==> src/rtl/lmsd_ram.sv <==
// ----------------------------------------------------------------------------
// lmsd_ram
// Generic simple dual port RAM, one write port, one registered read port.
// ----------------------------------------------------------------------------
module lmsd_ram #(
  parameter int unsigned WIDTH = 2,
  parameter int unsigned DEPTH = 16,
  parameter int unsigned AW    = (DEPTH > 1) ? $clog2(DEPTH) : 1
) (
  input  logic             clk_i,
  input  logic             we_i,
  input  logic [AW-1:0]    waddr_i,
  input  logic [WIDTH-1:0] wdata_i,
  input  logic             re_i,
  input  logic [AW-1:0]    raddr_i,
  output logic [WIDTH-1:0] rdata_o
);

  logic [WIDTH-1:0] mem_q [DEPTH];
  logic [WIDTH-1:0] rdata_q;

  // write port
  always_ff @(posedge clk_i) begin
    if (we_i) begin
      mem_q[waddr_i] <= wdata_i;
    end
  end

  // registered read, holds while not enabled
  always_ff @(posedge clk_i) begin
    if (re_i) begin
      rdata_q <= mem_q[raddr_i];
    end
  end

  assign rdata_o = rdata_q;

endmodule

==> config.mk <==
export PLATFORM = sky130hd
export DESIGN_NAME = lmsd_ram
export DESIGN_NICKNAME = d
export VERILOG_FILES = /design/src/rtl/lmsd_ram.sv
export SDC_FILE = /design/constraint.sdc
export NUM_CORES = 1
export LEC_CHECK = 0
export BUFFER_PORTS_ARGS = -buffer_cell sky130_fd_sc_hd__clkbuf_2
export CAP_MARGIN = 10
export CORE_MARGIN = 2
export CORE_UTILIZATION = 40
export DETAILED_ROUTE_END_ITERATION = 8
export GPL_TIMING_DRIVEN = 0
export SYNTH_ARGS = -nofsm -noshare
export SYNTH_HDL_FRONTEND = slang
export SYNTH_SLANG_ARGS = --single-unit
==> constraint.sdc <==
create_clock -name clk_i -period 2 [get_ports clk_i]
set_input_delay 0.4 -clock clk_i [delete_from_list [all_inputs] [get_ports clk_i]]
set_output_delay 0.4 -clock clk_i [all_outputs]
set_load 0.03 [all_outputs]
== Word level (Yosys, flattened, before mapping) ==
Memory sizes are Yosys's and may differ from the RTL's. A register that Yosys moved wholly into a read port is not among the register bits.
Index checks and enable logic that the tools add are counted.

* Add/subtract/negate cells: 0
* $mul: 0
* Divide/modulo/power cells: 0
* $lt $le $gt $ge: 0
* Equality and inequality tests: 0
* Shift operators: 0
* Muxes and demuxes: 2
* Bitwise gates (word level): 0
* Reduce and logical (&&, ||, !) cells: 0

{| class="wikitable"
|+ Operators with widths
! kind !! count
|-
| 1-bit two-way mux || 2
|}

* Register bits: 0
* Bits in latches: 0
* RAM bits: 32
* ROM bits: 0
* Input bits: 13
* Logic and storage cells: 3
* Memories: 1

{| class="wikitable"
|+ Memories
! memory !! depth !! width !! rd ports !! clocked after Yosys merged registers in !! write ports !! RTL line !! source
|-
| mem_q || 16 || 2 || 1 || 1 || 1 || 19 || <nowiki>logic [WIDTH-1:0] mem_q [DEPTH];</nowiki>
|}

== Depth between registers and ports, before layout ==
* Word-level depth: 2
* Mapped depth: 4

== Least setup slack after synthesis ==
OpenSTA, ideal clock, no wires.

* Path type: input to register
* Start: in raddr_i[0]
* End: reg rdata_q[1], in the netlist rdata_o[1] (read register of mem_q) (data pin)
* Setup time: 261 ps
* Arrival: 1267 ps
* Required time: 1739 ps
* Slack: 471 ps
* Stages: 4
* Cells stage by stage: buf_6 -> mux4_2 -> a22oi_1 -> nand3_1

{| class="wikitable"
|+ RTL lines
! item !! RTL line !! source
|-
| start, declared || 15 || <nowiki>input logic [AW-1:0] raddr_i,</nowiki>
|-
| end, declared || 20 || <nowiki>logic [WIDTH-1:0] rdata_q;</nowiki>
|}

==> results.py <==
metrics = {
    "sta": {
        "max-slew-margin-rel_pct": 71.2,
        "setup_viol": 0,
        "finalCritPeriodShare_pct": 71.6,
        "clock-skew-final_ns": 0.00509,
        "rsz0062_at_grt": "false",
        "report.final.slew_viol_count": 0,
        "finalHoldViolCount": 0,
        "worst_slew_pin_slew_ns": 0.431,
        "fin_setup_tns_ns": 0,
        "min_period_ns": 1.43,
        "fmax_mhz": 698,
        "fin_ws_ns": 0.568,
    },
    "power": {
        "vdd_ir_drop_max_mv": 0.383,
        "leakage_nw": 0.513,
        "p_per_area_nw_per_um2": 788,
        "total_power_w": 0.00123,
    },
    "clock_tree": {
        "cts_buffers": 5,
        "cts_sinks": 34,
        "cts_htree_levels": 2,
        "cts_hold_buf": 0,
        "clock_path_buffers": 2,
        "cts_tree": "done",
        "cts_root_buffer": "clkbuf_4",
        "clk_pin_slew_worst_paths_ns": 0.09,
        "cts_resized": 0,
        "post_cts_buffers": 0,
        "clock_latency_ns": 0.33,
    },
    "synthesis": {
        "yosysWarnings": 0,
        "synth_seq_cells": 34,
        "synth_cell_types": 14,
        "synthMuxAreaShare_pct": 13.9,
        "synth-compound-area-share_pct": 1.07,
        "synth-adder-area-share_pct": 0,
        "synth_top_family_by_area": "multiplexers",
        "synth_seq_area_share_pct": 72.9,
        "syn_nets": 91,
        "netlist_instances": 78,
        "synth-simple-area-share_pct": 11.0,
        "syn-cell-area_um2": 1400,
        "synth_xor_area_share_pct": 0,
        "post_synth.cell_area_avg_um2": 17.9,
    },
    "setup_path": {
        "cp.arrival_ns": 1.51,
        "start_kind": "register",
        "critPathKind": "reg2reg",
        "cp.required_ns": 2.08,
        "crit_path_end_kind": "register",
        "path_max_fanout": 1,
    },
    "final_layout": {
        "final_common_cell": "edfxtp_1",
        "nets": 110,
        "drive_gt1_share_pct": 23.7,
        "synthToLayoutAreaGrowth_pct": 11.6,
        "layout_common_cells": "edfxtp_1, nor2_1, clkbuf_2",
        "stdcell_area_um2": 1560,
        "n_antenna_cell": 0,
    },
    "die": {
        "die_w_um": 63.2,
        "coreArea_um2": 3340,
        "die_h_um": 63.2,
        "die_area_um2": 3990,
        "boundaryPins": 15,
        "rows": 21,
        "initial_core_util_pct": 42.0,
    },
    "placed_design": {
        "preCtsSetupSlack_ns": 0.230,
        "post_dp_cell_area_um2": 1520,
        "place_congestion": 0.677,
        "dp_hpwl_um": 1680,
        "port_buffers": 12,
    },
    "grt": {
        "grt_pass1_wl_um": 3710,
        "grt_antenna_before_repair": 0,
        "grt_pass1_vias": 772,
        "grt_remaining_overflow": 0,
        "grt_max_degree": 17,
        "grt_util_all_layers_pct": 13.3,
    },
    "route": {
        "drtIter0Drc": 10,
        "route.detailed.drc": 0,
        "wl_um": 2320,
        "avgRoutedWirePerCell_um": 16.2,
        "ant_nets": 0,
        "dr_total_vias": 737,
        "via_per_inst": 5.15,
        "dr.pass1.iters": 4,
    },
    "min_path": {
        "hp-class": "in2reg",
    },
    "status": {
        "outcome": "completed",
    },
    "run": {
        "maxCapViolCount": 0,
    },
}
-- cell families (layout without fill, tap and decap cells) --
logic type	count (synthesis)	after routing
AO/OA/AOI/OAI	2	2
flip-flops	34	34
multiplexers	8	8
AND/OR/NAND/NOR	32	32
buffers and inverters	2	21
-- path summary, 6_finish.rpt --
kind	end	start	slack (ns)	cells after the start
max reg2reg	rdata_o[1]	mem_q[3][1]	0.57	3
max	rdata_o[1]	mem_q[3][1]	0.57	3
min reg2reg	rdata_o[0]	mem_q[11][0]	0.73	3
min	rdata_o[0]	re_i	0.30	1
-- flip-flops by register name, summed over array words and instances (netlist names) --
signal	flops
mem_q	32
rdata_o	2
-- critical path, stage by stage, from the launching register on --
cell and delay (ns):
edfxtp_1 0.37, mux4_2 0.49, a22oi_1 0.21, nand3_1 0.11
-- cell usage after synthesis --
| cell type | count | area [um^2] |
|---|---|---|
| edfxtp_1 | 34 | 1020 |
| or3b_2 | 1 | 8.76 |
| mux4_2 | 4 | 90.1 |
| nor2_1 | 13 | 48.8 |
| clkbuf_1 | 1 | 3.75 |
| a22oi_1 | 2 | 15.0 |
| mux4_1 | 4 | 105 |
| nand2_1 | 3 | 11.3 |
| nand2b_1 | 2 | 12.5 |
| nor3_1 | 4 | 20.0 |
| nand3b_1 | 2 | 15.0 |
| nor2b_1 | 2 | 12.5 |
| buf_6 | 1 | 11.3 |
| nand3_1 | 5 | 25.0 |
-- power by group --
| part | switching (W) | leakage (nW) | internal (W) |
|---|---|---|---|
| Sequential | 0.00000364 | 0.309 | 0.000801 |
| Combinational | 0.0000550 | 0.179 | 0.0000381 |
| Clock | 0.000201 | 0.0254 | 0.000132 |
-- stage by stage --
stage               std cells  hold slack [ns]  util, %
global placement          136            0.626     45.5
CTS                       143            0.291     46.8
detailed placement        136            0.638     45.5
finish                    143            0.296     46.8
global route              143            0.268     46.8
floorplan                  78            0.499        -
-- layout make-up --
type                    count  area [um^2]
fillers                   304         1770
multi-input cells          42          364
clock buffers               7         45.0
repair buffers             12         60.1
well taps                  46         57.6
flip-flops and latches     34         1020
plain buffers               2         15.0
-- routing by layer --
| layer | vias up | wire (um) | global-route usage (%) |
|---|---|---|---|
| met5 | - | 0 | 0 |
| met4 | 0 | 42 | 5.83 |
| met3 | 5 | 121 | 5.54 |
| met2 | 20 | 1220 | 22.7 |
| met1 | 363 | 930 | 14.4 |
| li1 | 349 | - | - |
(Power assumes the default switching activity.)
