===== src/rtl/lmsd_pkg.sv =====
// ----------------------------------------------------------------------------
// lmsd_pkg
// Shared constants, codes and types of the led matrix scan driver.
// ----------------------------------------------------------------------------
package lmsd_pkg;

  // panel geometry
  localparam int unsigned PANEL_ROWS = 32;
  localparam int unsigned PANEL_COLS = 192;
  localparam int unsigned HALF_ROWS  = PANEL_ROWS / 2;

  // one frame buffer half holds HALF_ROWS rows of PANEL_COLS pixels
  localparam int unsigned MEM_DEPTH = HALF_ROWS * PANEL_COLS;
  localparam int unsigned MEM_AW    = (MEM_DEPTH > 1) ? $clog2(MEM_DEPTH) : 1;

  // scan counters
  localparam int unsigned COL_W   = (PANEL_COLS > 1) ? $clog2(PANEL_COLS) : 1;
  localparam int unsigned RPAIR_W = (HALF_ROWS > 1) ? $clog2(HALF_ROWS) : 1;

  // field widths
  localparam int unsigned PIX_ROW_W  = 5;
  localparam int unsigned PIX_COL_W  = 8;
  localparam int unsigned LEVEL_W    = 8;
  localparam int unsigned ROW_ADDR_W = 4;

  // stored pixel: one bit per colour, 1 means lit
  localparam int unsigned PIX_W     = 2;
  localparam int unsigned PIX_RED   = 0;
  localparam int unsigned PIX_GREEN = 1;

  // half-scale threshold on the 8-bit level
  localparam logic [LEVEL_W-1:0] LIT_THRESHOLD = 8'd128;

  // request opcodes
  typedef enum logic {
    OP_PIXEL = 1'b0,
    OP_TICK  = 1'b1
  } op_e;

  // what a tick emits besides the pixel data
  typedef struct packed {
    logic                  latch;
    logic [ROW_ADDR_W-1:0] row_address;
    logic                  frame_end;
  } tick_info_t;

  // write port of the two frame buffer halves
  typedef struct packed {
    logic              upper_en;
    logic              lower_en;
    logic [MEM_AW-1:0] addr;
    logic [PIX_W-1:0]  data;
  } mem_wr_t;

endpackage


===== src/rtl/lmsd_wr_ctrl.sv =====
// ----------------------------------------------------------------------------
// lmsd_wr_ctrl
// Frame buffer write path: pixel thresholding, half select and the
// clearing pass after reset.
// ----------------------------------------------------------------------------
module lmsd_wr_ctrl (
  input  logic                               clk_i,
  input  logic                               rst_ni,
  input  logic                               wr_req_i,
  input  logic [lmsd_pkg::PIX_ROW_W-1:0]     pixel_row_i,
  input  logic [lmsd_pkg::PIX_COL_W-1:0]     pixel_col_i,
  input  logic [lmsd_pkg::LEVEL_W-1:0]       red_level_i,
  input  logic [lmsd_pkg::LEVEL_W-1:0]       green_level_i,
  output lmsd_pkg::mem_wr_t                  wr_o,
  output logic                               clearing_o
);

  import lmsd_pkg::*;

  localparam int unsigned ROWX_W = PIX_ROW_W + 2;
  localparam int unsigned COLX_W = PIX_COL_W + 1;

  logic              clearing_q, clearing_d;
  logic [MEM_AW-1:0] clr_cnt_q, clr_cnt_d;

  logic [ROWX_W-1:0] row_ext;
  logic [ROWX_W-1:0] row_idx;
  logic              in_upper;
  logic              in_lower;
  logic              col_ok;
  logic [MEM_AW-1:0] px_addr;
  logic [PIX_W-1:0]  px_data;

  // clearing pass, one entry of each half per cycle
  always_comb begin
    clearing_d = clearing_q;
    clr_cnt_d  = clr_cnt_q;
    if (clearing_q) begin
      clr_cnt_d = clr_cnt_q + MEM_AW'(1);
      if (clr_cnt_q == MEM_AW'(MEM_DEPTH - 1)) begin
        clearing_d = 1'b0;
      end
    end
  end

  always_ff @(posedge clk_i or negedge rst_ni) begin
    if (!rst_ni) begin
      clearing_q <= 1'b1;
      clr_cnt_q  <= '0;
    end else begin
      clearing_q <= clearing_d;
      clr_cnt_q  <= clr_cnt_d;
    end
  end

  // map panel row to a buffer half and a row inside it
  always_comb begin
    row_ext  = ROWX_W'(pixel_row_i);
    in_upper = row_ext < ROWX_W'(HALF_ROWS);
    in_lower = !in_upper && (row_ext < ROWX_W'(2 * HALF_ROWS));
    row_idx  = in_upper ? row_ext : (row_ext - ROWX_W'(HALF_ROWS));
    col_ok   = COLX_W'(pixel_col_i) < COLX_W'(PANEL_COLS);
    px_addr  = MEM_AW'(row_idx) * MEM_AW'(PANEL_COLS) + MEM_AW'(pixel_col_i);
    px_data            = '0;
    px_data[PIX_RED]   = red_level_i >= LIT_THRESHOLD;
    px_data[PIX_GREEN] = green_level_i >= LIT_THRESHOLD;
  end

  // clear pass owns the port until done
  always_comb begin
    if (clearing_q) begin
      wr_o.upper_en = 1'b1;
      wr_o.lower_en = 1'b1;
      wr_o.addr     = clr_cnt_q;
      wr_o.data     = '0;
    end else begin
      wr_o.upper_en = wr_req_i && col_ok && in_upper;
      wr_o.lower_en = wr_req_i && col_ok && in_lower;
      wr_o.addr     = px_addr;
      wr_o.data     = px_data;
    end
  end

  assign clearing_o = clearing_q;

endmodule


===== config.mk =====
export PLATFORM = sky130hd
export DESIGN_NAME = lmsd_wr_ctrl
export DESIGN_NICKNAME = d
export VERILOG_FILES = /design/src/rtl/lmsd_pkg.sv /design/src/rtl/lmsd_wr_ctrl.sv
export SDC_FILE = /design/constraint.sdc
export NUM_CORES = 1
export LEC_CHECK = 0
export BUFFER_PORTS_ARGS = -buffer_cell sky130_fd_sc_hd__buf_4
export CORE_ASPECT_RATIO = 1.25
export CORE_MARGIN = 5
export CORE_UTILIZATION = 30
export DETAILED_ROUTE_END_ITERATION = 8
export PLACE_DENSITY = 0.64
export REMOVE_ABC_BUFFERS = 1
export SYNTH_ARGS = -nofsm -noshare
export SYNTH_HDL_FRONTEND = slang
export SYNTH_SLANG_ARGS = --single-unit

===== constraint.sdc =====
create_clock -name clk_i -period 6.75 [get_ports clk_i]
set_input_delay 1.35 -clock clk_i [delete_from_list [all_inputs] [get_ports clk_i]]
set_output_delay 1.35 -clock clk_i [all_outputs]
set_load 0.01 [all_outputs]

### Word level (Yosys, flattened, before mapping)

Index checks and enable logic that the tools add are counted.

* logic and storage cells: 19
* output and inout port bits: 17
* flip-flop bits (word level): 13

* $mul: 1
* equality and inequality tests: 1
* multiplexer cells: 4
* reductions and logical operators: 4
* add/subtract/negate cells: 3
* $lt $le $gt $ge: 4

Operators by type and width (number)
* $ge A8 B8 Y1 const B: 2
* $mux W16: 1
* $add A12 B1 Y12 const B: 1
* $add A12 B8 Y12: 1
* $eq A12 B12 Y1 const B: 1
* $lt A8 B8 Y1 const B: 1
* $mul A7 B2 Y6 const B: 1
* $mux W7: 1
* $sub A5 B5 Y6 const B: 1
* $lt A5 B5 Y1 const B: 1
* $logic_and A1 B1 Y1: 3
* $mux W1: 2
* $logic_not A1 Y1: 1

### Depth between registers and ports, before layout

* word-level depth: 5
* mapped depth: 6
* gate-level depth less buffers: 6

### Worst setup path after synthesis

OpenSTA, ideal clock, no wires.

* kind: input to output
* from: input port pixel_row_i[0] (netlist bit)
* to: output port wr_o[13] (netlist bit)
* cell stages on the path: 6
* path slack: 2.556 ns
* arrival time: 2.844 ns
* cell sequence: ha_1 fa_1 xnor2_2 nand3_1 or3_1 o211a_1

RTL lines
* start: declaration: line lmsd_wr_ctrl.sv:10 `input logic [lmsd_pkg::PIX_ROW_W-1:0] pixel_row_i,`
* end: declaration: line lmsd_wr_ctrl.sv:14 `output lmsd_pkg::mem_wr_t wr_o,`

==> impl_metrics.tcl <==
set metrics [dict create \
    post_synth.cell_area_avg_um2 10.2 \
    routedWlPerCell_um 12.2 \
    ios 49 \
    setup.reg_to_reg.worst_slack_ns 5.11 \
    setup-tns-final_ns 0 \
    netlist_area_um2 1020 \
    timing.hold.worst.start "clr_cnt_q[6]" \
    total_internal_power_mw 0.156 \
    cts.path.max_buffers 2 \
    drv_slew 0 \
    p_leak_nw 0.673 \
    hold_class "reg -> reg" \
    core_area_um2 3250 \
    overflow 0 \
    share_clk_of_total_power_pct 32.4 \
    synth_largest_type_area_fraction_pct 29.3 \
    fin_worst_skew_ns 0.00254 \
    route.met3.wl_um 139 \
    power-per-cell-area_nw_per_um2 157 \
    clock_tree.htree_level_count 1 \
    min_period_ns 4.52 \
    power_switching_mw 0.0556 \
    crit_path_start_kind "input port" \
    finalSetupViolations 0 \
    cp_slowest_stage_delay_ns 0.44 \
    timing.critical_path.fanout_max 3 \
    floorplan.die.height_um 75.3 \
    outcome "finished clean" \
    timing.final.crit_share_pct 67.0 \
    die_width_um 62.3 \
    timing.critical_path.cells "buf_4 -> ha_1 -> fa_1 -> xnor2_2 -> nand3_1 -> or3_1 -> o211a_1 -> buf_4" \
    achievable_freq_mhz 221 \
    cts_tree "yes" \
    tightestPinTransition_ns 0.469 \
    drv.max_cap_violation_count 0 \
    topRoutingLayerUsed "met4" \
    grt_max_degree 29 \
    post_detailed_placement_half_perimeter_wirelength_um 1730 \
    met2_wirelength_um 1030 \
    crit_buf_inv 2 \
    cts_repair_resize_count 0 \
    timing_hold_violations_final 0 \
    post-layout-total-power_mw 0.212 \
    r2r_end "clr_cnt_q[11]" \
    worst_setup_path_startpoint "pixel_row_i[0]" \
    register_clock_pin_slew_on_the_reported_worst_setup_and_hold_paths_ns 0.05 \
    antenna_found_initial 0 \
    r2r.worst_path.cells 4 \
    routed-via-count 845 \
    multi_input_area_um2 658 \
    first_global_vias 831 \
    yosys_warnings 0 \
    synth_top_flop_cell "sky130_fd_sc_hd__dfrtp_1" \
    synthDistinctLibCells 37 \
    groute.usage.overall_pct 9.12 \
    async_reset_ff_share_pct 100 \
    port-buffer-count 34 \
    floorplan.initialDensity_pct 31.5 \
    final_net_count 176 \
    layout.area.seq_um2 327 \
    max_slew_margin_pct 68.7 \
    critical_path_sink_type "output pin" \
    drc 0 \
    p_seq_share_pct 36.9 \
    number_of_buffers_created_by_cts 3 \
    cpLargestDelayFamily "adder cells" \
    crit_required_ns 5.40 \
    area_growth_pct 31.4 \
    cts_root_buffer "sky130_fd_sc_hd__clkbuf_8" \
    count_of_flip_flops_with_a_built_in_enable_after_synthesis 0 \
    rsz0062_at_grt "no" \
    portion_of_total_power_attributed_to_combinational_logic_pct 30.7 \
    cts_hold_repair.buffers 0 \
    crit_cells 8 \
    fp.dieArea_um2 4690 \
    synth_top_cell_by_area "sky130_fd_sc_hd__dfrtp_1" \
    start_of_the_worst_register_to_register_path "clearing_o" \
    insertedDiodeCount 0 \
    timing.setup.critical_path_class "in -> out" \
    floorplan.rows 23 \
    tritoncts_num_sinks 13 \
    part_of_the_yosys_area_used_for_sequential_elements_pct 31.9 \
    yosys-top-cells-area "sky130_fd_sc_hd__dfrtp_1 (29%), sky130_fd_sc_hd__mux2_2 (9.9%), sky130_fd_sc_hd__ha_1 (8.5%), sky130_fd_sc_hd__xnor2_1 (6.8%), sky130_fd_sc_hd__xor2_1 (4.3%)" \
    timing.critical_path.slowest_stage_cell "sky130_fd_sc_hd__fa_1" \
    synth_cells 100 \
    drt.antenna.violating_nets 0 \
    critical_path_arrival_ns 3.17 \
    grt_pass1_wl_um 3480 \
    wirelength_met1_um 869 \
    place.gp.congestion 0.730 \
    worst_path_most_repeated_cell "sky130_fd_sc_hd__buf_4" \
    clk-insertion-delay-late_ns 0.24 \
    post-cts-setup-buffers 0 \
    peakVddDrop_uv 103 \
    routed_wirelength_um 2090 \
    drt_pre_antenna_iters 4 \
    swShare_pct 26.3 \
    register_bit_count_reported_by_yosys 13 \
    detail_route.iter0.violations 14 \
    ratio_of_routed_vias_to_standard_cells 4.94 \
    drive_above_1_share_pct 38.8 \
    endpoint_of_the_most_critical_setup_path "wr_o[13]" \
    fillers 319 \
]
[kinds of logic after synthesis]
family                     after synthesis  share of synthesized area [%]
AOI/OAI and AO/OA                       15                           9.89
and+or+nand+nor                         31                           17.1
adders and majority gates                9                           12.5
muxes                                    9                           9.89
xor gates and xnor gates                15                           14.9
DFF                                     13                           31.9
buffers and inverters                    8                           3.91
[worst min path at each step]
stage	endpoint	slack, ns	depth (start not counted)
after CTS	clr_cnt_q[6]	0.49	1
final	clr_cnt_q[6]	0.49	1
after global routing	clr_cnt_q[6]	0.51	1
after floorplan	clr_cnt_q[6]	0.45	1
after global placement	clr_cnt_q[11]	0.48	1
after detailed placement	clr_cnt_q[6]	0.48	1
[cells in the mapped netlist (2+ instances only)]
| cell | instances |
|---|---|
| sky130_fd_sc_hd__buf_2 | 2 |
| sky130_fd_sc_hd__nand2_1 | 10 |
| sky130_fd_sc_hd__nand4_1 | 2 |
| sky130_fd_sc_hd__xnor2_1 | 8 |
| sky130_fd_sc_hd__xor2_1 | 5 |
| sky130_fd_sc_hd__ha_1 | 7 |
| sky130_fd_sc_hd__dfrtp_1 | 12 |
| sky130_fd_sc_hd__nand2b_1 | 2 |
| sky130_fd_sc_hd__nand3_1 | 4 |
| sky130_fd_sc_hd__a21o_1 | 2 |
| sky130_fd_sc_hd__mux2_2 | 9 |
| sky130_fd_sc_hd__o21ai_0 | 3 |
| sky130_fd_sc_hd__inv_1 | 4 |
| sky130_fd_sc_hd__fa_1 | 2 |
| sky130_fd_sc_hd__a21oi_1 | 2 |
| sky130_fd_sc_hd__and4_1 | 3 |
| sky130_fd_sc_hd__nor2b_1 | 3 |
[final cells by class]
cell class              count  area share (%)
well taps                  37            3.44
inverters                   4            1.12
repair buffers             34            19.0
flip-flops and latches     13            24.3
multi-input cells          79            48.9
clock buffers               4            3.35
[power by group through the flow]
stage          sequential (mW)  combinational (mW)  clock [mW]
2_1_floorplan           0.0794              0.0345           0
3_3_place_gp            0.0794              0.0643           0
3_5_place_dp            0.0794              0.0661           0
4_1_cts                 0.0780              0.0663      0.0708
5_1_grt                 0.0780              0.0712      0.0761
6_report                0.0780              0.0650      0.0686
[sequential cells by signal, indices dropped and copies added, names as in the netlist]
signal / count
clearing_o: 1
clr_cnt_q: 12
[layout by cell type (no fill, tap or decap)]
master and instances:
sky130_fd_sc_hd__buf_4 34, sky130_fd_sc_hd__dfrtp_1 12, sky130_fd_sc_hd__nand2_1 10, sky130_fd_sc_hd__mux2_2 9, sky130_fd_sc_hd__xnor2_1 8, sky130_fd_sc_hd__ha_1 7, sky130_fd_sc_hd__xor2_1 5, sky130_fd_sc_hd__inv_1 4
sky130_fd_sc_hd__nand3_1 4, sky130_fd_sc_hd__nor2b_1 3, sky130_fd_sc_hd__o21ai_0 3, sky130_fd_sc_hd__and4_1 3, sky130_fd_sc_hd__clkbuf_8 3, sky130_fd_sc_hd__nand2b_1 2, sky130_fd_sc_hd__a21o_1 2, sky130_fd_sc_hd__a21oi_1 2
sky130_fd_sc_hd__nand4_1 2, sky130_fd_sc_hd__fa_1 2, sky130_fd_sc_hd__a31o_2 1, sky130_fd_sc_hd__nand3b_1 1, sky130_fd_sc_hd__a31oi_1 1, sky130_fd_sc_hd__a211oi_1 1, sky130_fd_sc_hd__or2_2 1, sky130_fd_sc_hd__xnor2_2 1
sky130_fd_sc_hd__or3_1 1, sky130_fd_sc_hd__and2b_2 1, sky130_fd_sc_hd__o211a_1 1, sky130_fd_sc_hd__a21oi_2 1, sky130_fd_sc_hd__xnor3_1 1, sky130_fd_sc_hd__o21ai_1 1, sky130_fd_sc_hd__o21bai_1 1, sky130_fd_sc_hd__nand4b_1 1
sky130_fd_sc_hd__o21a_1 1, sky130_fd_sc_hd__and3_1 1, sky130_fd_sc_hd__nor2_1 1, sky130_fd_sc_hd__dfstp_2 1, sky130_fd_sc_hd__clkbuf_1 1
[stage by stage]
stage | utilization, % | setup WS (ns) | cell area (um^2) | std cells | hold WS (ns)
finish | 41.4 | 2.23 | 1350 | 171 | 0.489
global route | 41.4 | 2.15 | 1350 | 171 | 0.507
global placement | 40.0 | 2.23 | 1300 | 167 | 0.477
detailed placement | 40.0 | 2.23 | 1300 | 167 | 0.482
CTS | 41.4 | 2.22 | 1350 | 171 | 0.489
floorplan | - | 2.56 | 1000 | 96 | 0.450
[routing by layer]
metal  global-route usage, %  vias to the layer above
met5                       0                        -
met4                    5.42                        0
met3                    2.21                        5
met2                    16.4                       30
met1                    9.90                      392
li1                        -                      418
Note: power is estimated with default switching activity, not from simulation.
