==> src/rtl/lmsd_pkg.sv <==
// ----------------------------------------------------------------------------
// lmsd_pkg
// Shared constants, codes and types of the led matrix scan driver.
// ----------------------------------------------------------------------------
package lmsd_pkg;

  // panel geometry
  localparam int unsigned PANEL_ROWS = 32;
  localparam int unsigned PANEL_COLS = 192;
  localparam int unsigned HALF_ROWS  = PANEL_ROWS / 2;

  // one frame buffer half holds HALF_ROWS rows of PANEL_COLS pixels
  localparam int unsigned MEM_DEPTH = HALF_ROWS * PANEL_COLS;
  localparam int unsigned MEM_AW    = (MEM_DEPTH > 1) ? $clog2(MEM_DEPTH) : 1;

  // scan counters
  localparam int unsigned COL_W   = (PANEL_COLS > 1) ? $clog2(PANEL_COLS) : 1;
  localparam int unsigned RPAIR_W = (HALF_ROWS > 1) ? $clog2(HALF_ROWS) : 1;

  // field widths
  localparam int unsigned PIX_ROW_W  = 5;
  localparam int unsigned PIX_COL_W  = 8;
  localparam int unsigned LEVEL_W    = 8;
  localparam int unsigned ROW_ADDR_W = 4;

  // stored pixel: one bit per colour, 1 means lit
  localparam int unsigned PIX_W     = 2;
  localparam int unsigned PIX_RED   = 0;
  localparam int unsigned PIX_GREEN = 1;

  // half-scale threshold on the 8-bit level
  localparam logic [LEVEL_W-1:0] LIT_THRESHOLD = 8'd128;

  // request opcodes
  typedef enum logic {
    OP_PIXEL = 1'b0,
    OP_TICK  = 1'b1
  } op_e;

  // what a tick emits besides the pixel data
  typedef struct packed {
    logic                  latch;
    logic [ROW_ADDR_W-1:0] row_address;
    logic                  frame_end;
  } tick_info_t;

  // write port of the two frame buffer halves
  typedef struct packed {
    logic              upper_en;
    logic              lower_en;
    logic [MEM_AW-1:0] addr;
    logic [PIX_W-1:0]  data;
  } mem_wr_t;

endpackage

==> src/rtl/lmsd_scan_ctrl.sv <==
// ----------------------------------------------------------------------------
// lmsd_scan_ctrl
// Column and row pair counters of the panel scan, read address and
// per-tick control fields.
// ----------------------------------------------------------------------------
module lmsd_scan_ctrl (
  input  logic                            clk_i,
  input  logic                            rst_ni,
  input  logic                            tick_i,
  output logic [lmsd_pkg::MEM_AW-1:0]     rd_addr_o,
  output lmsd_pkg::tick_info_t            info_o
);

  import lmsd_pkg::*;

  logic [COL_W-1:0]   col_q, col_d;
  logic [RPAIR_W-1:0] rpair_q, rpair_d;
  logic               latch_q, latch_d;
  logic               last_col;
  logic               last_pair;

  assign last_col  = col_q == COL_W'(PANEL_COLS - 1);
  assign last_pair = rpair_q == RPAIR_W'(HALF_ROWS - 1);

  // counter advance per tick
  always_comb begin
    col_d   = col_q;
    rpair_d = rpair_q;
    latch_d = latch_q;
    if (tick_i) begin
      if (latch_q) begin
        latch_d = 1'b0;
        col_d   = '0;
        rpair_d = last_pair ? '0 : (rpair_q + RPAIR_W'(1));
      end else if (last_col) begin
        latch_d = 1'b1;
      end else begin
        col_d = col_q + COL_W'(1);
      end
    end
  end

  always_ff @(posedge clk_i or negedge rst_ni) begin
    if (!rst_ni) begin
      col_q   <= '0;
      rpair_q <= '0;
      latch_q <= 1'b0;
    end else begin
      col_q   <= col_d;
      rpair_q <= rpair_d;
      latch_q <= latch_d;
    end
  end

  // same address in both halves: upper row and the row half a panel below
  assign rd_addr_o = MEM_AW'(rpair_q) * MEM_AW'(PANEL_COLS) + MEM_AW'(col_q);

  // control fields of the current tick
  always_comb begin
    info_o.latch       = latch_q;
    info_o.row_address = latch_q ? ROW_ADDR_W'(rpair_q) : '0;
    info_o.frame_end   = latch_q && last_pair;
  end

  // latch tick restarts the column scan
  a_latch_restart: assert property (@(posedge clk_i) disable iff (!rst_ni)
    tick_i && latch_q |=> col_q == '0 && !latch_q)
    else $error("column scan not restarted after latch");

  // last column leads into the latch tick
  a_last_col_latch: assert property (@(posedge clk_i) disable iff (!rst_ni)
    tick_i && !latch_q && last_col |=> latch_q && $stable(rpair_q))
    else $error("latch phase not entered after last column");

  // counters move only on a tick
  a_idle_hold: assert property (@(posedge clk_i) disable iff (!rst_ni)
    !tick_i |=> $stable(col_q) && $stable(rpair_q) && $stable(latch_q))
    else $error("scan counters moved without a tick");

endmodule

==> config.mk <==
export PLATFORM = sky130hd
export DESIGN_NAME = lmsd_scan_ctrl
export DESIGN_NICKNAME = d
export VERILOG_FILES = /design/src/rtl/lmsd_pkg.sv /design/src/rtl/lmsd_scan_ctrl.sv
export SDC_FILE = /design/constraint.sdc
export NUM_CORES = 1
export LEC_CHECK = 0
export ABC_CLOCK_PERIOD_IN_PS = 2700
export BUFFER_PORTS_ARGS = -buffer_cell sky130_fd_sc_hd__buf_2
export CAP_MARGIN = 10
export CORE_ASPECT_RATIO = 1.25
export CORE_MARGIN = 4
export CORE_UTILIZATION = 23
export DETAILED_ROUTE_END_ITERATION = 8
export HOLD_SLACK_MARGIN = 0.05
export PLACE_DENSITY = 0.37
export SLEW_MARGIN = 10
export SYNTH_ARGS = -nofsm -noshare
export SYNTH_HDL_FRONTEND = slang
export SYNTH_SLANG_ARGS = --single-unit
==> constraint.sdc <==
create_clock -name clk_i -period 2.7 [get_ports clk_i]
set_clock_uncertainty 0.1 [all_clocks]
set_input_delay 0.135 -clock clk_i [delete_from_list [all_inputs] [get_ports clk_i]]
set_output_delay 0.135 -clock clk_i [all_outputs]
set_load 0.02 [all_outputs]
Word level (Yosys, flattened, before mapping)
Cells that the tools add are included.
- mux-type cells: 6
- multiply operators: 1
- equal/unequal tests: 3
- add/sub/neg operators: 3
- reduce and logical (&&, ||, !) cells: 3
- operator list (cell ; number):
    $mux 8 ; 2
    $add 12x8->12 ; 1
    $add 8x1->8 const B ; 1
    $eq 8x8->1 const B ; 1
    $mux 4 ; 2
    $mul 4x2->6 const B ; 1
    $add 4x1->4 const B ; 1
    $eq 4x4->1 const B ; 1
    $reduce_and 2->1 ; 2
    $mux 1 ; 2
    $ne 2x2->1 const B ; 1
    $logic_and 1x1->1 ; 1
- word-level logic and storage cells: 19
- flip-flop bits (word level): 13
- bits of input ports: 3

Depth between registers and ports, before layout
- word-level depth: 3
- mapped depth: 7
- gate-level depth less buffers: 6

Least setup slack after synthesis
OpenSTA, ideal clock, no wires.
- kind: flip-flop to output port
- from: register rpair_q[0]
- to: output rd_addr_o[10] (netlist bit)
- data required time: 2.465 ns
- data arrival time: 2.049 ns
- path slack: 0.416 ns
- cell stages (with the launch flop): 7
- buffers on the path: 0
- cells stage by stage: dfrtp_1 > ha_1 > fa_1 > nand2_1 > mux2i_1 > o32ai_1 > xor2_1
- cells in the longest elaborated chain, start to end: 2
- ends and longest elaborated chain (item ; line ; text):
    start, declared ; lmsd_scan_ctrl.sv:17 ; logic [RPAIR_W-1:0] rpair_q, rpair_d;
    start signal, assigned ; lmsd_scan_ctrl.sv:50 ; rpair_q <= rpair_d;
    $mul 4x2->6 ; lmsd_scan_ctrl.sv:56 ; assign rd_addr_o = MEM_AW'(rpair_q) * MEM_AW'(PANEL_COLS) + MEM_AW'(col_q);
    $add 12x8->12 ; lmsd_scan_ctrl.sv:56 ;
    end, declared ; lmsd_scan_ctrl.sv:10 ; output logic [lmsd_pkg::MEM_AW-1:0] rd_addr_o,
Every way passes these cells.

Worst setup path after layout
- from: register rpair_q[1]
- to: output rd_addr_o[10] (netlist bit)
The elaborated chain is that of the path after synthesis.

==> metrics.txt <==
# TYPE chip_impl_metric gauge
chip_impl_info{name="critical_path.startpoint",value="rpair_q[1]$_DFFE_PN0P_"} 1
chip_impl_metric{name="worstSkewPairLatency",unit="ns"} 0.24
chip_impl_info{name="result_of_the_run",value="complete, no violations"} 1
chip_impl_metric{name="cts_inserted_buffers",unit=""} 3
chip_impl_metric{name="power",unit="mW"} 1.25
chip_impl_metric{name="timing.final.setup_violations",unit=""} 0
chip_impl_metric{name="drt_first_iter_violations",unit=""} 34
chip_impl_metric{name="antenna_cells",unit=""} 0
chip_impl_metric{name="final_period_minus_worst_setup_slack",unit="ns"} 2.54
chip_impl_metric{name="number_of_iterations_in_the_first_detailed_routing_pass",unit=""} 2
chip_impl_metric{name="period_share",unit="%"} 94.2
chip_impl_metric{name="synth-async-reset-ratio",unit="%"} 100
chip_impl_metric{name="syn_inst",unit=""} 117
chip_impl_info{name="launch_point_of_the_worst_hold_path",value="tick_i"} 1
chip_impl_metric{name="port-buffer-count",unit=""} 20
chip_impl_metric{name="setup_slack_reg_to_reg",unit="ns"} 0.75
chip_impl_metric{name="synthesis.area_per_instance",unit="µm²"} 9.09
chip_impl_metric{name="synth_cell_types",unit=""} 40
chip_impl_metric{name="fin_worst_hold_slack",unit="ns"} 0.0954
chip_impl_metric{name="power_report.internal_total",unit="mW"} 0.658
chip_impl_metric{name="syn-num-nets",unit=""} 129
chip_impl_metric{name="die_width",unit="µm"} 68.8
chip_impl_metric{name="placed_area",unit="mm²"} 0.00115
chip_impl_metric{name="multi_input_area",unit="µm²"} 647
chip_impl_metric{name="cap_violations",unit=""} 0
chip_impl_metric{name="cts_post_setup_buffers_inserted",unit=""} 0
chip_impl_metric{name="finish.net_count",unit=""} 143
chip_impl_metric{name="maximum_clock_rate",unit="GHz"} 0.393
chip_impl_info{name="clock_tree.root_cell",value="clkbuf_8"} 1
chip_impl_metric{name="worst-endpoint-required",unit="ns"} 2.47
chip_impl_metric{name="static-leakage-power",unit="nW"} 0.581
chip_impl_metric{name="floorplan.core_area",unit="mm²"} 0.00443
chip_impl_metric{name="final_cell_area",unit="mm²"} 0.00122
chip_impl_metric{name="route.final.wire_length",unit="µm"} 2320
chip_impl_metric{name="post_synthesis_sequential_element_count",unit=""} 13
chip_impl_metric{name="final-seq-area",unit="µm²"} 325
chip_impl_metric{name="wire_length_of_the_first_global_routing_pass",unit="µm"} 4050
chip_impl_info{name="timing_worst_setup_path_type",value="flip-flop to output pin"} 1
chip_impl_metric{name="dp_cells",unit=""} 183
chip_impl_metric{name="ys_warn_count",unit=""} 0
chip_impl_metric{name="antenna_violating_nets_post_route",unit=""} 0
chip_impl_metric{name="non_filler_cells_final",unit=""} 188
chip_impl_metric{name="post_route_cells_drive_above_1_share",unit="%"} 23.8
chip_impl_metric{name="placed_wire_length_estimate",unit="µm"} 1830
chip_impl_metric{name="initial_util",unit="%"} 24.0
chip_impl_info{name="crit_chain",value="ha_2, fa_2, nor4bb_1, a21boi_1, o32ai_2, xor2_1, buf_2"} 1
chip_impl_metric{name="grt_usage",unit="%"} 9.15
chip_impl_metric{name="synthesis.area",unit="mm²"} 0.00106
chip_impl_metric{name="routedWlPerCell",unit="µm"} 12.4
chip_impl_metric{name="drc",unit=""} 0
chip_impl_metric{name="fp.dieH",unit="µm"} 84.0
chip_impl_info{name="regToRegStartpoint",value="col_q[0]$_DFFE_PN0P_"} 1
chip_impl_info{name="worst_path_max_delay_cell",value="fa_2"} 1
chip_impl_metric{name="antenna_found_initial",unit=""} 0
chip_impl_metric{name="first_global_vias",unit=""} 897
chip_impl_metric{name="syn2layout_area_growth",unit="%"} 14.9
chip_impl_metric{name="worst_pin_slew",unit="ns"} 0.664
chip_impl_info{name="crit_path_start_kind",value="flip-flop"} 1
chip_impl_metric{name="grt_start_max_net_pins",unit=""} 14
chip_impl_metric{name="cts-htree-levels",unit=""} 1
chip_impl_info{name="endpoint_kind_of_the_worst_setup_timing_path",value="output pin"} 1
chip_impl_metric{name="ir_drop",unit="V"} 0.000555
chip_impl_metric{name="power_switching_share",unit="%"} 47.4
chip_impl_metric{name="max-clock-path-buffers",unit=""} 2
chip_impl_metric{name="power.density_cell_area",unit="mW/mm²"} 1020
chip_impl_metric{name="area_of_the_die",unit="mm²"} 0.00578
chip_impl_info{name="synthFlopType",value="dfrtp_1"} 1
chip_impl_info{name="synth_area_leaders",value="dfrtp_1 (31%), ha_1 (8.2%), nand2_1 (5.3%)"} 1
chip_impl_metric{name="worstPathMaxFanout",unit=""} 5
chip_impl_metric{name="yosys.area.top_type_share",unit="%"} 30.6
chip_impl_metric{name="pre_cts_ws",unit="ns"} 0.347
chip_impl_metric{name="globalRoute.totalOverflow",unit=""} 0
chip_impl_info{name="clock_tree_from_tritoncts",value="done"} 1
chip_impl_metric{name="timing.critical_path.arrival",unit="ns"} 2.31
chip_impl_metric{name="post_synth_edffs",unit=""} 0
chip_impl_info{name="post-synth-top-area-cell",value="dfrtp_1"} 1
chip_impl_metric{name="setup_slack",unit="ns"} 0.156
chip_impl_metric{name="hold_viol",unit=""} 0
chip_impl_metric{name="floorplan.rows",unit=""} 27
chip_impl_info{name="worst_min_path_class",value="input pin to flip-flop"} 1
chip_impl_metric{name="critPathMaxStageDelay",unit="ns"} 0.57
chip_impl_metric{name="ys_seq_area_share",unit="%"} 30.6
chip_impl_metric{name="routabilityCongestion",unit=""} 0.720
chip_impl_metric{name="vias",unit=""} 836
chip_impl_metric{name="share_seq_of_total_power",unit="%"} 24.8
chip_impl_metric{name="power.clock.fraction",unit="%"} 13.7
chip_impl_metric{name="vias_per_cell",unit=""} 4.45
chip_impl_metric{name="n_fill_cell",unit=""} 490
chip_impl_metric{name="design.portCount",unit=""} 21
chip_impl_metric{name="clkTransAtPathRegs",unit="ns"} 0.06
chip_impl_metric{name="p_switching",unit="mW"} 0.592
chip_impl_metric{name="combPwrFrac",unit="%"} 61.5
chip_impl_metric{name="slew_headroom",unit="%"} 55.6
chip_impl_metric{name="tritoncts_num_sinks",unit=""} 13
chip_impl_metric{name="slew_viol_final",unit=""} 0
==> per-stage QoR <==
step / setup TNS (ns) / util (%)
after CTS: 0 / 27.3
after floorplan: 0 / -
after detailed placement: 0 / 26.1
final: 0 / 27.6
after global placement: 0 / 26.1
after global routing: -0.000331 / 27.6
==> sequential cells by signal (all words and copies together), names as in the netlist <==
| register | count |
|---|---|
| rpair_q | 4 |
| col_q | 8 |
| latch_q | 1 |
==> cell usage after synthesis (2+ instances only) <==
master	count
and2_1	5
nor2_1	5
nand2b_1	3
a21oi_1	2
ha_1	7
xnor2_1	3
nor3b_1	2
nand3_1	2
a21oi_2	3
or3_1	4
inv_1	6
o31ai_1	2
xor2_1	2
fa_1	2
dfrtp_1	13
nand2_1	15
buf_4	7
buf_2	2
a21o_1	2
mux2i_1	4
clkbuf_1	2
o21ai_1	4
o21ai_0	3
==> cells in the final DEF (no fill, tap or decap), types with 2 or more instances in the layout <==
cell type / count
buf_2: 20
nand2_1: 15
dfrtp_1: 13
inv_1: 6
ha_1: 6
nor2_1: 5
and2_1: 5
mux2i_1: 4
or3_1: 4
o21ai_1: 4
nand2b_1: 3
xnor2_1: 3
a21oi_2: 3
o21ai_0: 3
clkbuf_8: 3
a21oi_1: 2
nor3b_1: 2
xor2_1: 2
a21o_1: 2
nand3_1: 2
o31ai_1: 2
==> power groups by stage <==
| stage | clock network, mW | logic [mW] | registers, mW |
|---|---|---|---|
| after floorplan | 0 | 0.591 | 0.291 |
| after global placement | 0 | 0.750 | 0.311 |
| after detailed placement | 0 | 0.747 | 0.315 |
| after CTS | 0.181 | 0.754 | 0.310 |
| after global routing | 0.191 | 0.862 | 0.322 |
| final | 0.172 | 0.769 | 0.310 |
==> cell type report <==
cell class                 count  area share, %
multi-input combinational     86           52.9
inverter                       6           1.84
clock buffer                   4           3.68
timing repair buffer          21           9.01
tap                           58           5.94
sequential                    13           26.6
==> cell families (layout without fill, tap and decap cells) <==
| group | Yosys count | in the layout | synth area share [%] |
|---|---|---|---|
| flops | 13 | 13 | 30.6 |
| mux | 5 | 5 | 4.82 |
| fa+ha+maj | 9 | 9 | 12.0 |
| simple gates | 42 | 42 | 20.7 |
| buf+inv | 18 | 31 | 9.76 |
| xor+xnor | 5 | 5 | 4.12 |
| compound gates | 25 | 25 | 18.0 |
==> critical path, delay by kind of cell, from the launching register on <==
kind | cells | cell delay [ns]
AOI/OAI and AO/OA | 2 | 0.26
xor gates and xnor gates | 1 | 0.16
adders and majority gates | 2 | 0.81
buffers and inverters | 1 | 0.18
DFF | 1 | 0.44
and+or+nand+nor | 1 | 0.22
==> metal layers <==
layer | up-vias | part of all wire (%) | global-route usage, %
met5 | - | 0 | 0
met4 | 0 | 1.2 | 4.26
met3 | 2 | 3.1 | 1.35
met2 | 14 | 50 | 15.8
met1 | 392 | 45 | 10.6
li1 | 428 | - | -
==> worst paths after layout <==
kind	end	depth (start not counted)
worst max-delay path	rd_addr_o[10]	7
worst min-delay path	col_q[6]$_DFFE_PN0P_	2
worst max register to register	col_q[3]$_DFFE_PN0P_	5
worst min register to register	col_q[1]$_DFFE_PN0P_	2
max in group asynchronous	col_q[3]$_DFFE_PN0P_	2
min in group asynchronous	latch_q$_DFFE_PN0P_	2
==> timing repair <==
action / CTS / global route
resized for setup: 0 / 4
endpoints found under the hold margin: 13 / 0
hold buffers: 1 / 0
setup endpoints to repair: 0 / 2
Note: power is estimated with default switching activity, not from simulation.
