==> config.mk <==
export PLATFORM = sky130hd
export DESIGN_NAME = lmsd_out_stage_flat
export DESIGN_NICKNAME = d
export VERILOG_FILES = /design/src/rtl/lmsd_pkg.sv /design/src/rtl/lmsd_out_if.sv /design/src/rtl/lmsd_out_stage.sv /design/src/flat_wrapper.sv
export SDC_FILE = /design/constraint.sdc
export NUM_CORES = 1
export LEC_CHECK = 0
export ABC_CLOCK_PERIOD_IN_PS = 1400
export BUFFER_PORTS_ARGS = -buffer_cell sky130_fd_sc_hd__buf_4
export CAP_MARGIN = 10
export CORE_ASPECT_RATIO = 1.2
export CORE_UTILIZATION = 26
export DETAILED_ROUTE_END_ITERATION = 12
export PLACE_DENSITY = 0.46
export SLEW_MARGIN = 20
export SYNTH_ARGS = -nofsm -noshare
export SYNTH_HDL_FRONTEND = slang
export SYNTH_SLANG_ARGS = --single-unit
export TNS_END_PERCENT = 5
==> constraint.sdc <==
create_clock -name clk_i -period 1.4 [get_ports clk_i]
set_clock_uncertainty 0.15 [all_clocks]
set_input_delay 0.07 -clock clk_i [delete_from_list [all_inputs] [get_ports clk_i]]
set_output_delay 0.07 -clock clk_i [all_outputs]
set_load 0.005 [all_outputs]
==> src/rtl/lmsd_pkg.sv <==
// ----------------------------------------------------------------------------
// lmsd_pkg
// Shared constants, codes and types of the led matrix scan driver.
// ----------------------------------------------------------------------------
package lmsd_pkg;

  // panel geometry
  localparam int unsigned PANEL_ROWS = 32;
  localparam int unsigned PANEL_COLS = 192;
  localparam int unsigned HALF_ROWS  = PANEL_ROWS / 2;

  // one frame buffer half holds HALF_ROWS rows of PANEL_COLS pixels
  localparam int unsigned MEM_DEPTH = HALF_ROWS * PANEL_COLS;
  localparam int unsigned MEM_AW    = (MEM_DEPTH > 1) ? $clog2(MEM_DEPTH) : 1;

  // scan counters
  localparam int unsigned COL_W   = (PANEL_COLS > 1) ? $clog2(PANEL_COLS) : 1;
  localparam int unsigned RPAIR_W = (HALF_ROWS > 1) ? $clog2(HALF_ROWS) : 1;

  // field widths
  localparam int unsigned PIX_ROW_W  = 5;
  localparam int unsigned PIX_COL_W  = 8;
  localparam int unsigned LEVEL_W    = 8;
  localparam int unsigned ROW_ADDR_W = 4;

  // stored pixel: one bit per colour, 1 means lit
  localparam int unsigned PIX_W     = 2;
  localparam int unsigned PIX_RED   = 0;
  localparam int unsigned PIX_GREEN = 1;

  // half-scale threshold on the 8-bit level
  localparam logic [LEVEL_W-1:0] LIT_THRESHOLD = 8'd128;

  // request opcodes
  typedef enum logic {
    OP_PIXEL = 1'b0,
    OP_TICK  = 1'b1
  } op_e;

  // what a tick emits besides the pixel data
  typedef struct packed {
    logic                  latch;
    logic [ROW_ADDR_W-1:0] row_address;
    logic                  frame_end;
  } tick_info_t;

  // write port of the two frame buffer halves
  typedef struct packed {
    logic              upper_en;
    logic              lower_en;
    logic [MEM_AW-1:0] addr;
    logic [PIX_W-1:0]  data;
  } mem_wr_t;

endpackage

==> src/rtl/lmsd_out_if.sv <==
// ----------------------------------------------------------------------------
// lmsd_out_if
// Result channel: one panel pin state per scan tick.
// ----------------------------------------------------------------------------
interface lmsd_out_if;

  logic                                 valid;
  logic                                 ready;
  logic                                 upper_red_pin;
  logic                                 upper_green_pin;
  logic                                 lower_red_pin;
  logic                                 lower_green_pin;
  logic                                 shift_pulse;
  logic                                 latch_pulse;
  logic                                 blank;
  logic [lmsd_pkg::ROW_ADDR_W-1:0]      row_address;
  logic                                 frame_end;

  modport source (
    output valid, upper_red_pin, upper_green_pin, lower_red_pin, lower_green_pin,
           shift_pulse, latch_pulse, blank, row_address, frame_end,
    input  ready
  );

  modport sink (
    input  valid, upper_red_pin, upper_green_pin, lower_red_pin, lower_green_pin,
           shift_pulse, latch_pulse, blank, row_address, frame_end,
    output ready
  );

endinterface

==> src/rtl/lmsd_out_stage.sv <==
// ----------------------------------------------------------------------------
// lmsd_out_stage
// Read stage aligned with the frame buffer read data, and the result
// register that drives the output channel.
// ----------------------------------------------------------------------------
module lmsd_out_stage (
  input  logic                            clk_i,
  input  logic                            rst_ni,
  input  logic                            load_i,
  input  lmsd_pkg::tick_info_t            info_i,
  input  logic [lmsd_pkg::PIX_W-1:0]      upper_px_i,
  input  logic [lmsd_pkg::PIX_W-1:0]      lower_px_i,
  output logic                            ready_o,
  lmsd_out_if.source                      out_o
);

  import lmsd_pkg::*;

  logic       s1_valid_q, s1_valid_d;
  tick_info_t s1_info_q;
  logic       s1_adv;

  logic                  s2_valid_q, s2_valid_d;
  logic                  ur_q, ug_q, lr_q, lg_q;
  logic                  shift_q, latch_q, blank_q, frame_end_q;
  logic [ROW_ADDR_W-1:0] row_addr_q;

  // read stage moves on when the result register is free or drains
  assign s1_adv  = s1_valid_q && (!s2_valid_q || out_o.ready);
  assign ready_o = !s1_valid_q || !s2_valid_q || out_o.ready;

  always_comb begin
    s1_valid_d = s1_valid_q;
    if (load_i) begin
      s1_valid_d = 1'b1;
    end else if (s1_adv) begin
      s1_valid_d = 1'b0;
    end
    s2_valid_d = s2_valid_q;
    if (s1_adv) begin
      s2_valid_d = 1'b1;
    end else if (out_o.ready) begin
      s2_valid_d = 1'b0;
    end
  end

  always_ff @(posedge clk_i or negedge rst_ni) begin
    if (!rst_ni) begin
      s1_valid_q <= 1'b0;
      s2_valid_q <= 1'b0;
    end else begin
      s1_valid_q <= s1_valid_d;
      s2_valid_q <= s2_valid_d;
    end
  end

  // read stage control fields
  always_ff @(posedge clk_i) begin
    if (load_i) begin
      s1_info_q <= info_i;
    end
  end

  // result register, data lines active low and dark while latching
  always_ff @(posedge clk_i) begin
    if (s1_adv) begin
      ur_q        <= s1_info_q.latch || !upper_px_i[PIX_RED];
      ug_q        <= s1_info_q.latch || !upper_px_i[PIX_GREEN];
      lr_q        <= s1_info_q.latch || !lower_px_i[PIX_RED];
      lg_q        <= s1_info_q.latch || !lower_px_i[PIX_GREEN];
      shift_q     <= !s1_info_q.latch;
      latch_q     <= s1_info_q.latch;
      blank_q     <= s1_info_q.latch;
      row_addr_q  <= s1_info_q.row_address;
      frame_end_q <= s1_info_q.frame_end;
    end
  end

  assign out_o.valid           = s2_valid_q;
  assign out_o.upper_red_pin   = ur_q;
  assign out_o.upper_green_pin = ug_q;
  assign out_o.lower_red_pin   = lr_q;
  assign out_o.lower_green_pin = lg_q;
  assign out_o.shift_pulse     = shift_q;
  assign out_o.latch_pulse     = latch_q;
  assign out_o.blank           = blank_q;
  assign out_o.row_address     = row_addr_q;
  assign out_o.frame_end       = frame_end_q;

  // a new tick never overwrites a read stage that cannot move
  a_no_overrun: assert property (@(posedge clk_i) disable iff (!rst_ni)
    load_i |-> !s1_valid_q || s1_adv)
    else $error("tick loaded over a stalled read stage");

  // stalled read stage keeps its tick
  a_s1_hold: assert property (@(posedge clk_i) disable iff (!rst_ni)
    s1_valid_q && s2_valid_q && !out_o.ready |=> s1_valid_q && $stable(s1_info_q))
    else $error("read stage lost a tick under stall");

  // an advancing tick always shows up as a result
  a_s1_to_s2: assert property (@(posedge clk_i) disable iff (!rst_ni)
    s1_adv |=> s2_valid_q && (latch_q != shift_q))
    else $error("tick did not reach the result register");

endmodule

==> src/flat_wrapper.sv <==
// flat-port wrapper written by rule: the top's interface ports become plain ports
module lmsd_out_stage_flat import lmsd_pkg::*;
  (clk_i, rst_ni, load_i, info_i, upper_px_i, lower_px_i, ready_o, out_o_valid, out_o_upper_red_pin, out_o_upper_green_pin, out_o_lower_red_pin, out_o_lower_green_pin, out_o_shift_pulse, out_o_latch_pulse, out_o_blank, out_o_row_address, out_o_frame_end, out_o_ready);
  lmsd_out_if out_o_i ();
  input  logic clk_i;
  input  logic rst_ni;
  input  logic load_i;
  input  lmsd_pkg::tick_info_t info_i;
  input  logic [lmsd_pkg::PIX_W-1:0] upper_px_i;
  input  logic [lmsd_pkg::PIX_W-1:0] lower_px_i;
  output logic ready_o;
  output wire logic [$bits(out_o_i.valid)-1:0] out_o_valid;
  output wire logic [$bits(out_o_i.upper_red_pin)-1:0] out_o_upper_red_pin;
  output wire logic [$bits(out_o_i.upper_green_pin)-1:0] out_o_upper_green_pin;
  output wire logic [$bits(out_o_i.lower_red_pin)-1:0] out_o_lower_red_pin;
  output wire logic [$bits(out_o_i.lower_green_pin)-1:0] out_o_lower_green_pin;
  output wire logic [$bits(out_o_i.shift_pulse)-1:0] out_o_shift_pulse;
  output wire logic [$bits(out_o_i.latch_pulse)-1:0] out_o_latch_pulse;
  output wire logic [$bits(out_o_i.blank)-1:0] out_o_blank;
  output wire logic [$bits(out_o_i.row_address)-1:0] out_o_row_address;
  output wire logic [$bits(out_o_i.frame_end)-1:0] out_o_frame_end;
  input wire logic [$bits(out_o_i.ready)-1:0] out_o_ready;
  assign out_o_valid = out_o_i.valid;
  assign out_o_upper_red_pin = out_o_i.upper_red_pin;
  assign out_o_upper_green_pin = out_o_i.upper_green_pin;
  assign out_o_lower_red_pin = out_o_i.lower_red_pin;
  assign out_o_lower_green_pin = out_o_i.lower_green_pin;
  assign out_o_shift_pulse = out_o_i.shift_pulse;
  assign out_o_latch_pulse = out_o_i.latch_pulse;
  assign out_o_blank = out_o_i.blank;
  assign out_o_row_address = out_o_i.row_address;
  assign out_o_frame_end = out_o_i.frame_end;
  assign out_o_i.ready = out_o_ready;
  lmsd_out_stage u_core (.clk_i(clk_i), .rst_ni(rst_ni), .load_i(load_i), .info_i(info_i), .upper_px_i(upper_px_i), .lower_px_i(lower_px_i), .ready_o(ready_o), .out_o(out_o_i));
endmodule
; Word-level counts from Yosys, hierarchy flattened
; Cells that the tools add are included.
[word_totals]
register_bits = 19
out_inout_bits = 14
word_cells = 34
[op_classes]
muxes = 4
n_reduce_logical = 17
[ops]
columns = cell, n
row1 = 1-bit zero test, 7
row2 = 1-bit logical OR, 7
row3 = 1-bit 2-to-1 mux, 4
row4 = 2-bit nonzero test, 2
row5 = 1-bit logical AND, 1

; Logic depth before layout (Yosys ltp)
[logic_depth]
ltp_word = 5
ltp_mapped = 2

; Worst setup path after synthesis
; Ideal clock, no wire load.
[synth_path]
kind = register -> register
start = register u_core.s2_valid_q, in the netlist u_core.out_o.valid
end = register u_core.frame_end_q, in the netlist u_core.out_o.frame_end (enable)
setup_ps = 349
arrival_ps = 803
path_slack_ps = 98
path_stages_with_launch = 3
path_buffers = 0
path_cell_list = dfrtp_1 nand2b_1 and2_1
[synth_via]
elab_chain_cells = 3
[synth_lines]
columns = item, line
row1 = from (decl), lmsd_out_stage.sv:23  ; logic s2_valid_q, s2_valid_d;
row2 = from (signal assigned), lmsd_out_stage.sv:53  ; s2_valid_q <= s2_valid_d;
row3 = 1-bit zero test, lmsd_out_stage.sv:29  ; assign s1_adv = s1_valid_q && (!s2_valid_q || out_o.ready);
row4 = 1-bit logical OR, lmsd_out_stage.sv:29
row5 = 1-bit logical AND, lmsd_out_stage.sv:29
row6 = via u_core.s1_adv, lmsd_out_stage.sv:21  ; logic s1_adv;
row7 = to (signal assigned), lmsd_out_stage.sv:75  ; frame_end_q <= s1_info_q.frame_end;
row8 = to (decl), lmsd_out_stage.sv:25  ; logic shift_q, latch_q, blank_q, frame_end_q;
; The timed path passes the listed nets, and every way through them passes these cells.
; A chain may end at the register's enable or synchronous reset.

; Final worst setup path
[layout_path]
start = input out_o_ready
end = output ready_o
[layout_via]
elab_chain_cells = 1
[layout_lines]
columns = item, line
row1 = from (decl), flat_wrapper.sv:22  ; input wire logic [$bits(out_o_i.ready)-1:0] out_o_ready;
row2 = 1-bit logical OR, lmsd_out_stage.sv:30  ; assign ready_o = !s1_valid_q || !s2_valid_q || out_o.ready;
row3 = to (decl), flat_wrapper.sv:11  ; output logic ready_o;
; No other way between the ends.

==> flow_metrics.env <==
export IMPL_status="finished clean"
export IMPL_tightest_slew_ns=0.139
export IMPL_cpMaxStageDelayCell="dlygate4sd3_1"
export IMPL_finalHoldViolCount=0
export IMPL_grt_pass1_vias=403
export IMPL_rsz0062_at_grt="no"
export IMPL_grt_max_degree=12
export IMPL_gp_congestion=0.678
export IMPL_min_path_cells=0
export IMPL_yosys_top_cells_count="edfxtp_1 (17), nand2_1 (5), dfrtp_1 (2), nand2b_1 (2)"
export IMPL_cts_buffers=3
export IMPL_startpoint_type="input port"
export IMPL_grt_pass1_wl_mm=1.77
export IMPL_setup_tns_ns=0
export IMPL_cts_setup_buffers=0
export IMPL_io_buffers=27
export IMPL_worst_setup_path_end_kind="output port"
export IMPL_layout_drive_gt1_share=0.421
export IMPL_overflow=0
export IMPL_ys_flop_type="edfxtp_1"
export IMPL_tritoncts="yes"
export IMPL_area_delta_synth_final_pct=67.5
export IMPL_fp_dieH_um=55.6
export IMPL_critical_path_top_delay_family="buffers and inverters"
export IMPL_netlist_area_um2=623
export IMPL_num_vias=414
export IMPL_finalCritPeriodShare=0.945
export IMPL_min_period_ns=1.32
export IMPL_maxCapViolations=0
export IMPL_synth_warnings=0
export IMPL_clk_latency_ns=0.29
export IMPL_crit_arrival_ns=1.10
export IMPL_synthArstFlopShare=0.105
export IMPL_io_pins=28
export IMPL_fmax_mhz=756
export IMPL_slowest_delay_ns=0.54
export IMPL_drtIter0Drc=5
export IMPL_path_class="input port to output port"
export IMPL_antenna_found_initial=0
export IMPL_ys_seq_area_frac=0.900
export IMPL_rows=19
export IMPL_htree_levels=1
export IMPL_p_leak_nw=0.424
export IMPL_crit_required_ns=1.18
export IMPL_rr_startpoint="u_core.out_o.valid"
export IMPL_nets=91
export IMPL_min_from="u_core.s1_info_q[0]"
export IMPL_drc=0
export IMPL_path_cells="dlygate4sd3_1 > buf_4 > nor2b_1 > nand2_1 > buf_4"
export IMPL_wire_per_inst_um=10.1
export IMPL_synth_largest_area_cell="edfxtp_1"
export IMPL_grt_util_all_layers=0.103
export IMPL_drv_slew=0
export IMPL_cellPowerDensity_nw_per_um2=1050
export IMPL_cts_root_buf="clkbuf_4"
export IMPL_synthDistinctLibCells=9
export IMPL_hold_path_class="flip-flop to flip-flop"
export IMPL_dp_cells=89
export IMPL_crit_fanout=2
export IMPL_synth_area_leaders="edfxtp_1 (82%), dfrtp_1 (8.0%), nand2_1 (3.0%)"
export IMPL_syn_area_per_cell_um2=20.1
export IMPL_dieArea_um2=2600
export IMPL_synth_top_area_share=0.819
export IMPL_synth_edf_count=17
export IMPL_clkTransAtPathRegs_ns=0.10
export IMPL_fp_coreArea_um2=2280
export IMPL_timing_critical_path_mode_cell="buf_4"
export IMPL_routed_wl_mm=1.08
export IMPL_setup_viol_count_final=0
export IMPL_crit_start="out_o_ready"
export IMPL_slew_headroom=0.907
export IMPL_start_util=0.273
export IMPL_r2r_cells=3
export IMPL_clockBufferDepth=2
export IMPL_ys_ff_latch=19
export IMPL_synth_most_common_cell="edfxtp_1"
export IMPL_p_total_mw=1.10
export IMPL_path_depth=5
export IMPL_vias_per_cell=3.87
export IMPL_cts_sinks=19
export IMPL_peakVddDrop_mv=0.656
export IMPL_die_x_um=46.7
export IMPL_dr_pass1_iters=2
export IMPL_syn_inst=31
export IMPL_antenna_cells=0
export IMPL_ant_nets=0
export IMPL_syn_nets=45
export IMPL_crit_buf_inv=3
export IMPL_finalNonFillerCells=107
[worst paths after layout]
check | endpoint | slack, ns
min reg2reg | u_core.out_o.frame_end | 0.29
min in group asynchronous | u_core.out_o.valid | 0.49
max in group asynchronous | u_core.s1_valid_q | 0.49
max | ready_o | 0.08
max reg2reg | u_core.out_o.row_address[2] | 0.18
min | u_core.out_o.frame_end | 0.29
[metrics by stage]
stage	cell area (um2)	setup WS, ns	utilization	hold WS (ns)
2_1_floorplan	623	0.0982	-	-0.376
3_3_place_gp	877	0.199	0.384	-0.296
3_5_place_dp	877	0.183	0.384	-0.296
4_1_cts	1040	0.0928	0.457	0.282
5_1_grt	1040	0.00288	0.457	0.308
6_report	1040	0.0771	0.457	0.287
[cell families after synthesis]
logic type	after synthesis	synth area share
compound gates	1	0.0121
flops	19	0.900
buf+inv	2	0.0181
simple gates	9	0.0703
[flip-flops by register name, indices dropped and copies added, names as in the netlist]
name	cells
u_core.out_o.valid	1
u_core.out_o.lower_red_pin	1
u_core.out_o.upper_green_pin	1
u_core.out_o.upper_red_pin	1
u_core.out_o.latch_pulse	1
u_core.out_o.row_address	4
u_core.s1_valid_q	1
u_core.out_o.frame_end	1
u_core.out_o.lower_green_pin	1
u_core.s1_info_q	6
u_core.out_o.shift_pulse	1
[cell type report]
type	instances	area (um2)
tap	31	38.8
timing repair buffer	42	363
fill	234	1240
multi-input combinational	10	51.3
clock buffer	4	26.3
inverter	1	3.75
sequential	19	561
[worst reg2reg max path, cell delays in order (launching register included)]
cell and delay (ns):
dfrtp_1 0.40, nand2b_1 0.09, and2_1 0.17, buf_12 0.14
[metal layers]
metal	part of all wire	vias up	GRT usage
met5	0	-	0
met4	0.027	0	0.0735
met3	0.078	4	0.0390
met2	0.50	21	0.157
met1	0.39	190	0.112
li1	-	199	-
[what timing repair did]
| item | 4_1_cts | 5_1_grt |
|---|---|---|
| endpoints found under the setup margin | 0 | 0 |
| hold buffers | 14 | 0 |
| resized for setup | 0 | 0 |
| endpoints found under the hold margin | 20 | 0 |
[where the power goes]
| part | internal, mW | leakage [nW] | switching, mW |
|---|---|---|---|
| combinational | 0.0998 | 0.226 | 0.0505 |
| clock | 0.111 | 0.0150 | 0.152 |
| sequential | 0.670 | 0.182 | 0.0141 |
[cells in the final DEF (no fill, tap or decap)]
master         netlist  routed
buf_4                1      27
edfxtp_1            17      17
dlygate4sd3_1        0      14
nand2_1              5       5
clkbuf_4             0       3
nand2b_1             2       2
dfrtp_1              2       2
and2_1               1       1
inv_2                1       1
nor2b_1              1       1
a21o_1               1       1
clkbuf_1             0       1
buf_12               0       1
Note: power is estimated with default switching activity, not from simulation.
